## config.mk

```make
export PLATFORM = sky130hd
export DESIGN_NAME = edid_block_filter_top
export DESIGN_NICKNAME = d
export VERILOG_FILES = /design/src/rtl/ebf_pkg.sv /design/src/rtl/ebf_core.sv /design/src/rtl/ebf_outq.sv /design/src/rtl/edid_block_filter_top.sv
export SDC_FILE = /design/constraint.sdc
export NUM_CORES = 1
export LEC_CHECK = 0
export BUFFER_PORTS_ARGS = -buffer_cell sky130_fd_sc_hd__buf_2
export CORE_ASPECT_RATIO = 1.5
export CORE_MARGIN = 3
export CORE_UTILIZATION = 62
export DETAILED_ROUTE_END_ITERATION = 16
export GPL_ROUTABILITY_DRIVEN = 0
export GPL_TIMING_DRIVEN = 0
export PLACE_DENSITY = 0.8
export SLEW_MARGIN = 20
export SYNTH_ARGS = -nofsm -noshare
export SYNTH_HDL_FRONTEND = slang
export SYNTH_HIERARCHICAL = 1
export SYNTH_SLANG_ARGS = --single-unit
export TNS_END_PERCENT = 5
```

## constraint.sdc

```tcl
create_clock -name clock -period 3.8 [get_ports clock]
set_input_delay 0.19 -clock clock [delete_from_list [all_inputs] [get_ports clock]]
set_output_delay 0.19 -clock clock [all_outputs]
set_load 0.01 [all_outputs]
```

## src/rtl/ebf_pkg.sv

```systemverilog
// Shared types and constants for the EDID base block filter.
`default_nettype none

package ebf_pkg;

   localparam int POS_W = 7;

   localparam logic [POS_W-1:0] POS_INPUT_DEF = 7'd20;
   localparam logic [POS_W-1:0] POS_FEATURES  = 7'd24;
   localparam logic [POS_W-1:0] POS_CHECKSUM  = 7'd127;
   localparam int DESC_BASE   = 54;
   localparam int DESC_STRIDE = 18;

   localparam logic [7:0] ANALOG_FLAG   = 8'h80;
   localparam logic [7:0] COLOR_MASK    = 8'hE7;
   localparam logic [7:0] COLOR_ANALOG  = 8'h08;
   localparam logic [7:0] FEATURE_MASK  = 8'h1F;

   localparam logic [15:0] MAX_PIXEL_CLOCK_RESET = 16'd16000;

   localparam logic CSR_ANALOG_MODE     = 1'b0;
   localparam logic CSR_MAX_PIXEL_CLOCK = 1'b1;

   localparam int QUEUE_DEPTH = 4;
   localparam int PTR_W       = 2;
   localparam int CNT_W       = 3;

   typedef enum logic [1:0] {
      ACT_NONE    = 2'd0,
      ACT_ANALOG  = 2'd1,
      ACT_DIGITAL = 2'd2
   } action_type;

   typedef struct packed {
      logic [7:0] out_byte;
      logic       run_last;
      logic       block_end;
   } rsp_word_type;

   typedef struct packed {
      logic [1:0]   count;
      rsp_word_type w0;
      rsp_word_type w1;
   } push_type;

endpackage

`default_nettype wire

```

## src/rtl/ebf_core.sv

```systemverilog
// Byte rewrite logic: position tracking, field edits and checksum correction.
`default_nettype none

module ebf_core
   import ebf_pkg::*;
#(
   parameter int NUM_DESCRIPTORS = 4
) (
   input  wire logic        clock,
   input  wire logic        reset,
   input  wire logic        fire,
   input  wire logic [7:0]  in_byte,
   input  wire logic        analog_mode,
   input  wire logic [15:0] max_pixel_clock,
   output push_type         push
);

   logic [POS_W-1:0] pos_ff, pos_in;
   action_type       action_ff, action_in;
   logic [7:0]       held_ff, held_in;
   logic [7:0]       delta_ff, delta_in;
   logic             lo_hit, hi_hit;
   logic [15:0]      clk_val;
   logic [7:0]       v;

   always_comb begin
      lo_hit = 1'b0;
      hi_hit = 1'b0;
      for (int i = 0; i < NUM_DESCRIPTORS; i++) begin
         if (pos_ff == POS_W'(DESC_BASE + DESC_STRIDE * i)) begin
            lo_hit = 1'b1;
         end
         if (pos_ff == POS_W'(DESC_BASE + DESC_STRIDE * i + 1)) begin
            hi_hit = 1'b1;
         end
      end
   end

   assign clk_val = {in_byte, held_ff};

   always_comb begin
      pos_in    = pos_ff + 1'b1;
      action_in = action_ff;
      held_in   = held_ff;
      delta_in  = delta_ff;
      v         = in_byte;
      push      = '0;
      push.count       = 2'd1;
      push.w0.out_byte = in_byte;
      push.w0.run_last = 1'b1;
      if (pos_ff == POS_CHECKSUM) begin
         push.w0.out_byte  = in_byte + delta_ff;
         push.w0.block_end = 1'b1;
         action_in = ACT_NONE;
         delta_in  = '0;
         held_in   = '0;
      end else if (lo_hit) begin
         held_in    = in_byte;
         push.count = 2'd0;
      end else if (hi_hit) begin
         push.count       = 2'd2;
         push.w0.out_byte = held_ff;
         push.w0.run_last = 1'b0;
         push.w1.out_byte = in_byte;
         push.w1.run_last = 1'b1;
         if (clk_val > max_pixel_clock) begin
            push.w0.out_byte = max_pixel_clock[7:0];
            push.w1.out_byte = max_pixel_clock[15:8];
            delta_in = delta_ff + held_ff - max_pixel_clock[7:0]
                       + in_byte - max_pixel_clock[15:8];
         end
      end else if (pos_ff == POS_INPUT_DEF) begin
         if (analog_mode && in_byte[7]) begin
            v         = 8'h00;
            action_in = ACT_ANALOG;
         end else if (!analog_mode && !in_byte[7]) begin
            v         = ANALOG_FLAG;
            action_in = ACT_DIGITAL;
         end else begin
            action_in = ACT_NONE;
         end
         push.w0.out_byte = v;
         delta_in = delta_ff + in_byte - v;
      end else if (pos_ff == POS_FEATURES) begin
         case (action_ff)
            ACT_ANALOG:  v = (in_byte & COLOR_MASK) | COLOR_ANALOG;
            ACT_DIGITAL: v = in_byte & COLOR_MASK;
            default:     v = in_byte;
         endcase
         v = v & FEATURE_MASK;
         push.w0.out_byte = v;
         delta_in = delta_ff + in_byte - v;
      end
      if (!fire) begin
         push.count = 2'd0;
      end
   end

   always_ff @(posedge clock) begin
      if (reset) begin
         pos_ff    <= '0;
         action_ff <= ACT_NONE;
         held_ff   <= '0;
         delta_ff  <= '0;
      end else if (fire) begin
         pos_ff    <= pos_in;
         action_ff <= action_in;
         held_ff   <= held_in;
         delta_ff  <= delta_in;
      end
   end

   a_block_wrap: assert property (@(posedge clock) disable iff (reset)
      (fire && pos_ff == POS_CHECKSUM) |=> (pos_ff == '0 && delta_ff == '0))
      else $error("block end did not restart position and delta");

   a_low_held: assert property (@(posedge clock) disable iff (reset)
      (fire && lo_hit && pos_ff != POS_CHECKSUM) |-> (push.count == 2'd0))
      else $error("pixel clock low byte emitted early");

endmodule

`default_nettype wire

```

## src/rtl/ebf_outq.sv

```systemverilog
// Result queue: takes up to two words per cycle, hands out one per cycle while rsp_ready is high.
`default_nettype none

module ebf_outq
   import ebf_pkg::*;
(
   input  wire logic        clock,
   input  wire logic        reset,
   input  push_type         push,
   output logic             room2,
   output logic             rsp_valid,
   input  wire logic        rsp_ready,
   output rsp_word_type     rsp_word
);

   rsp_word_type     mem [QUEUE_DEPTH];
   logic [PTR_W-1:0] wr_ptr_ff, wr_ptr_in, rd_ptr_ff, rd_ptr_in, wr_next;
   logic [CNT_W-1:0] count_ff, count_in;
   logic             pop;

   assign rsp_valid = (count_ff != '0);
   assign pop       = rsp_valid && rsp_ready;
   assign room2     = (count_ff <= CNT_W'(QUEUE_DEPTH - 2));
   assign rsp_word  = mem[rd_ptr_ff];
   assign wr_next   = wr_ptr_ff + 1'b1;
   assign wr_ptr_in = wr_ptr_ff + PTR_W'(push.count);
   assign rd_ptr_in = rd_ptr_ff + PTR_W'(pop);
   assign count_in  = count_ff + CNT_W'(push.count) - CNT_W'(pop);

   always_ff @(posedge clock) begin
      if (push.count != 2'd0) begin
         mem[wr_ptr_ff] <= push.w0;
      end
      if (push.count == 2'd2) begin
         mem[wr_next] <= push.w1;
      end
   end

   always_ff @(posedge clock) begin
      if (reset) begin
         wr_ptr_ff <= '0;
         rd_ptr_ff <= '0;
         count_ff  <= '0;
      end else begin
         wr_ptr_ff <= wr_ptr_in;
         rd_ptr_ff <= rd_ptr_in;
         count_ff  <= count_in;
      end
   end

   a_no_overflow: assert property (@(posedge clock) disable iff (reset)
      (push.count != 2'd0) |-> (count_ff + CNT_W'(push.count) <= CNT_W'(QUEUE_DEPTH)))
      else $error("result queue overflow");

   a_ptr_gap: assert property (@(posedge clock) disable iff (reset)
      (count_ff != CNT_W'(QUEUE_DEPTH)) |-> (count_ff[PTR_W-1:0] == wr_ptr_ff - rd_ptr_ff))
      else $error("queue count and pointers disagree");

endmodule

`default_nettype wire

```

## src/rtl/edid_block_filter_top.sv

```systemverilog
// Top level of the EDID base block filter: input register, rewrite core, result queue.
// Path: an accepted word waits in the input register and is then written to the queue,
// which offers it on rsp_. Throughput: one input word per cycle while the queue has
// room for two words; a pixel clock high byte yields two result words, its low byte
// none, so the result side also averages one word per cycle.
// Reset: clears position, action, delta, queue and the input valid flag;
// the CSRs return to analog_mode 0 and max_pixel_clock 16000.
`default_nettype none

module edid_block_filter_top
   import ebf_pkg::*;
#(
   parameter int NUM_DESCRIPTORS = 4
) (
   input  wire logic        clock,
   input  wire logic        reset,
   input  wire logic        req_valid,
   output logic             req_ready,
   input  wire logic [7:0]  req_in_byte,
   output logic             rsp_valid,
   input  wire logic        rsp_ready,
   output logic [7:0]       rsp_out_byte,
   output logic             rsp_run_last,
   output logic             rsp_block_end,
   input  wire logic        csr_write,
   input  wire logic        csr_index,
   input  wire logic [15:0] csr_data
);

   logic         in_valid_ff, in_valid_in;
   logic [7:0]   in_byte_ff;
   logic         analog_mode_ff;
   logic [15:0]  max_clk_ff;
   logic         room2, fire;
   push_type     push;
   rsp_word_type rsp_word;

   assign fire        = in_valid_ff && room2;
   assign req_ready   = !in_valid_ff || fire;
   assign in_valid_in = (req_valid && req_ready) || (in_valid_ff && !fire);

   always_ff @(posedge clock) begin
      if (reset) begin
         in_valid_ff <= 1'b0;
      end else begin
         in_valid_ff <= in_valid_in;
      end
   end

   always_ff @(posedge clock) begin
      if (req_valid && req_ready) begin
         in_byte_ff <= req_in_byte;
      end
   end

   always_ff @(posedge clock) begin
      if (reset) begin
         analog_mode_ff <= 1'b0;
         max_clk_ff     <= MAX_PIXEL_CLOCK_RESET;
      end else if (csr_write) begin
         case (csr_index)
            CSR_ANALOG_MODE:     analog_mode_ff <= csr_data[0];
            CSR_MAX_PIXEL_CLOCK: max_clk_ff     <= csr_data;
            default:             max_clk_ff     <= max_clk_ff;
         endcase
      end
   end

   ebf_core #(
      .NUM_DESCRIPTORS(NUM_DESCRIPTORS)
   ) u_core (
      .clock           (clock),
      .reset           (reset),
      .fire            (fire),
      .in_byte         (in_byte_ff),
      .analog_mode     (analog_mode_ff),
      .max_pixel_clock (max_clk_ff),
      .push            (push)
   );

   ebf_outq u_outq (
      .clock     (clock),
      .reset     (reset),
      .push      (push),
      .room2     (room2),
      .rsp_valid (rsp_valid),
      .rsp_ready (rsp_ready),
      .rsp_word  (rsp_word)
   );

   assign rsp_out_byte  = rsp_word.out_byte;
   assign rsp_run_last  = rsp_word.run_last;
   assign rsp_block_end = rsp_word.block_end;

endmodule

`default_nettype wire
```

==> impl_summary.md <==
Timing
The transition at the pin with the smallest max-transition slack is between 1 and 1.5 ns. For this run, the top clock speed supported by timing is approximately 270 MHz. Setup violations remaining at the end of the flow were counted as 0. Of the available clock period, the critical path in the final layout requires a little under 100%. The worst setup skew after layout is approximately 0.0056 ns. The final number of max-transition violations is 0. The count of final hold-check violations is 0. The worst slew slack as a fraction of its limit is a little under a third. After routing, the total negative slack on setup checks comes to 0 ns. Counting I/O delays and the setup requirement, the final critical path takes around 3.6 ns.

Setup path
The kind of cell adding the most delay to the critical path is adder cells. The highest fanout seen on the critical path is 3. The number of cells on the critical path is 15. The critical path is of the reg -> reg type. Among all stages on the critical path, the largest delay is contributed by sky130_fd_sc_hd__fa_1.

Traced cell by cell, the critical path runs through inv_2 -> fa_1 -> inv_1 -> fa_1 -> inv_1 -> fa_2 -> buf_4 -> fa_2 -> nor2b_2 -> nor3_2 -> o21bai_1 -> a21oi_2 -> xnor2_1 -> nand3_1 -> o221ai_1. For the worst setup path, the data arrival time is between 3 and 4 ns. The number of cells on the worst reg-to-reg path is 15. The critical register-to-register path startpoint is in_byte_ff[2]$_DFFE_PP_. The buffer and inverter count on the worst path is 4. The required time of the worst setup path is between 4 and 5 ns. The most critical setup path has its startpoint at in_byte_ff[2]$_DFFE_PP_. On the worst path, the slowest cell contributes a delay of 0.53 ns.

The launching element type of the critical path is a register. The worst setup path is captured at a register.

GRT
The via count of the first global-routing pass was between 5k and 6k. The number of antenna violations at the first check in global routing is 0. The first global-routing pass estimated about 30,000 um of wire. Global routing finished with a remaining overflow of 0. The all-layer global routing usage is slightly below 30%.

The maximum number of pins on one net before global-route repair is 20.

Floorplanning
The horizontal extent of the die is between 90 and 100 um. The standard cell core area is around 11,000 um2. The initial cell density of the core is about 64%.

The area enclosed by the die boundary is 12,860 um2. The die height is 137.4 um. The placement row count is 47. between 40 and 50 I/O pins were placed.

Power and ir drop
The completed layout was analyzed and its total power is between 3 and 4 mW. The worst-case IR drop observed on VDD is between 0.2 and 0.3 mV. For this design the ratio of total power to cell area is a little over 400 nW/um2.

The analysis attributes to cell leakage a power of between 3 and 4 nW.

Worst hold path
The type of the worst min-delay path is in -> reg. In this run the most critical hold path is launched from req_in_byte[5]. Counting instances, the worst hold path has a depth of 1.

Placed design
Port buffering added 40 buffers. The sum of net half-perimeters after detailed placement is roughly 14,000 um.

Outcome
The flow ran to the end, and the final reports show no timing, DRC or antenna violations.

Yosys
The sequential area share after synthesis is approximately 34%. The number of instances in the synthesized netlist is between 600 and 700. The post-synth design cell area is around 7000 um2. The synthesized netlist contains 72 unique library cells. After synthesis, the mean cell area works out to approximately 10 um2. The prevailing post-synth register cell is sky130_fd_sc_hd__dfxtp_1.

The share of synthesized flip-flops with an asynchronous set or reset is 0%. Counting flops and latches in the post-synthesis netlist gives just under 100. The number of warning messages in the yosys log is 6. The number of flops mapped to enable cells by yosys is 48. The synthesized netlist net count is about 790.

Detailed routing
The final wirelength is about 18,000 um. The number of iterations in the first detailed-routing pass is 6. The count of nets left with antenna violations once routing finished came out at 0. In this run, the number of DRC markers left after iteration 0 of detailed routing was between 500 and 600. The detail-routed net length per standard cell is about 20 um.

For this run, design rule violations remaining after detail routing come to 0. Detailed routing inserted a total of 5,608 vias. Dividing the detail-routed via count by the number of cells gives roughly 6.2.

Clock tree
The clock edge transition at the registers on the reported setup and hold paths is 0.07 ns. The tree built by TritonCTS fans out to slightly below 100 sinks. The clock tree root driver cell is sky130_fd_sc_hd__clkbuf_16.

For the worst-skew pair, the clock arrives at the later sink with an insertion delay of roughly 0.35 ns. TritonCTS built the clock tree. The number of H-tree branching levels is 3. The clock passes through at most 2 buffers. TritonCTS created 9 clock buffers.

Finish
The share of post-route cells with drive strength above 1 is a little over a fifth. The number of nets in the final layout is 853. Relative to the synthesized area, the layout overhead comes to 12.22%. The filler cell count is 772. The storage element area is between 2000 and 2500 um2. The number of antenna diodes is 0. The multi-input combinational cells in the finished layout cover a total of 4227 um2.

Run
The tool flagged a number of max-cap violations equal to 0.
## cell usage after synthesis, types with 8 or more instances
cell type | n | area, um2
sky130_fd_sc_hd__inv_1 | 80 | 300.3
sky130_fd_sc_hd__nor2_1 | 61 | 229.0
sky130_fd_sc_hd__dfxtp_1 | 50 | 1001
sky130_fd_sc_hd__edfxtp_1 | 48 | 1441
sky130_fd_sc_hd__ha_1 | 45 | 563.0
sky130_fd_sc_hd__a21oi_1 | 38 | 190.2
sky130_fd_sc_hd__mux2_4 | 28 | 420.4
sky130_fd_sc_hd__fa_1 | 24 | 480.5
sky130_fd_sc_hd__nand2_1 | 20 | 75.07
sky130_fd_sc_hd__nand3_1 | 20 | 100.1
sky130_fd_sc_hd__o21ai_0 | 19 | 95.09
sky130_fd_sc_hd__xnor2_1 | 18 | 157.7
sky130_fd_sc_hd__mux2i_1 | 16 | 160.2
sky130_fd_sc_hd__nand2b_1 | 13 | 81.33
sky130_fd_sc_hd__nor2b_1 | 13 | 81.33
sky130_fd_sc_hd__clkbuf_1 | 11 | 41.29
sky130_fd_sc_hd__mux2_1 | 11 | 123.9
sky130_fd_sc_hd__mux4_2 | 10 | 225.2
sky130_fd_sc_hd__a21bo_1 | 9 | 90.09
sky130_fd_sc_hd__a31oi_1 | 9 | 56.30
sky130_fd_sc_hd__buf_6 | 9 | 101.4
sky130_fd_sc_hd__a211o_1 | 8 | 70.07
sky130_fd_sc_hd__a22oi_1 | 8 | 60.06
sky130_fd_sc_hd__xor2_1 | 8 | 70.07
## per-layer routing
| metal | GRT usage [%] | vias to the layer above | wire length, um | part of all wire [%] |
|---|---|---|---|---|
| met5 | 0 | - | 0 | 0 |
| met4 | 13.98 | 0 | 965 | 5.3 |
| met3 | 5.683 | 89 | 1185 | 6.5 |
| met2 | 53.84 | 254 | 9698 | 53 |
| met1 | 33.04 | 2692 | 6494 | 35 |
| li1 | - | 2573 | - | - |
## final timing paths
path / slack (ns) / to
max: 0.15 / u_core/delta_ff[7]$_SDFFE_PP0P_
min: 0.009 / in_byte_ff[5]$_DFFE_PP_
min reg2reg: 0.49 / u_core/action_ff[0]$_SDFFE_PP0P_
max reg2reg: 0.15 / u_core/delta_ff[7]$_SDFFE_PP0P_
## cell families (layout without fill, tap and decap cells)
| family | Yosys count | in the layout | synth area share, % |
|---|---|---|---|
| fa+ha+maj | 69 | 69 | 14.62 |
| compound gates | 137 | 137 | 13.47 |
| simple gates | 172 | 172 | 12.77 |
| flops | 98 | 98 | 34.23 |
| other cells | 1 | 1 | 0.05255 |
| xor+xnor | 28 | 28 | 3.840 |
| buf+inv | 117 | 186 | 7.522 |
| mux | 68 | 68 | 13.50 |
## repair_timing
| item | 4_1_cts | 5_1_grt |
|---|---|---|
| buffers inserted | 3 | 9 |
| resized for setup | 1 | 17 |
| setup endpoints to repair | 2 | 2 |
| hold buffers | 0 | 0 |
| pin swaps | 0 | 8 |
## flip-flops by register name (all words and copies together), names as in the netlist
signal and count:
max_clk_ff 16, in_valid_ff 1, analog_mode_ff 1, u_core/pos_ff 7, u_outq/rd_ptr_ff 2, u_core/action_ff 2, u_outq/count_ff 3, in_byte_ff 8
u_outq/wr_ptr_ff 2, u_core/delta_ff 8, u_core/held_ff 8, u_outq/mem 40
## stage by stage
stage | hold WS [ns] | instances | cell area, um2 | utilization [%] | setup WS, ns
final | 0.009449 | 906 | 8008 | 72.05 | 0.1502
after global routing | 0.004617 | 906 | 8008 | 72.05 | -0.02610
after CTS | 0.004519 | 897 | 7879 | 70.89 | 0.002263
after detailed placement | 0.3687 | 878 | 7532 | 67.77 | -0.1670
after global placement | 0.3666 | 877 | 7520 | 67.66 | -0.1203
after floorplan | 0.2889 | 690 | 7136 | - | 0.2958
## cell type report
cell class / instances / area share [%]
multi-input cells: 475 / 52.78
clock inverters: 7 / 1.172
clock buffers: 9 / 2.813
plain buffers: 35 / 2.828
inverters: 82 / 3.875
repair buffers: 53 / 3.719
well taps: 147 / 2.297
flip-flops and latches: 98 / 30.52
## placed cells by master (no fill, tap or decap), types with 6 or more instances in the layout
cell	n
sky130_fd_sc_hd__inv_1	77
sky130_fd_sc_hd__nor2_1	61
sky130_fd_sc_hd__dfxtp_1	49
sky130_fd_sc_hd__edfxtp_1	48
sky130_fd_sc_hd__buf_2	47
sky130_fd_sc_hd__ha_1	42
sky130_fd_sc_hd__a21oi_1	36
sky130_fd_sc_hd__mux2_4	28
sky130_fd_sc_hd__fa_1	21
sky130_fd_sc_hd__nand3_1	20
sky130_fd_sc_hd__nand2_1	20
sky130_fd_sc_hd__buf_4	18
sky130_fd_sc_hd__xnor2_1	18
sky130_fd_sc_hd__o21ai_0	17
sky130_fd_sc_hd__mux2i_1	16
sky130_fd_sc_hd__nand2b_1	13
sky130_fd_sc_hd__nor2b_1	12
sky130_fd_sc_hd__clkbuf_1	11
sky130_fd_sc_hd__mux2_1	11
sky130_fd_sc_hd__mux4_2	10
sky130_fd_sc_hd__buf_6	9
sky130_fd_sc_hd__a21bo_1	9
sky130_fd_sc_hd__clkbuf_16	9
sky130_fd_sc_hd__a31oi_1	9
sky130_fd_sc_hd__a211o_1	8
sky130_fd_sc_hd__xor2_1	8
sky130_fd_sc_hd__a22oi_1	8
sky130_fd_sc_hd__and3_1	7
sky130_fd_sc_hd__nand4_1	7
sky130_fd_sc_hd__nor3_1	6
## power by group
part	internal (mW)	switching [mW]	total [mW]
logic	0.503	0.540	1.04
clock network	0.529	0.442	0.971
registers	1.18	0.0693	1.25
Power figures use the tool's default switching activity.
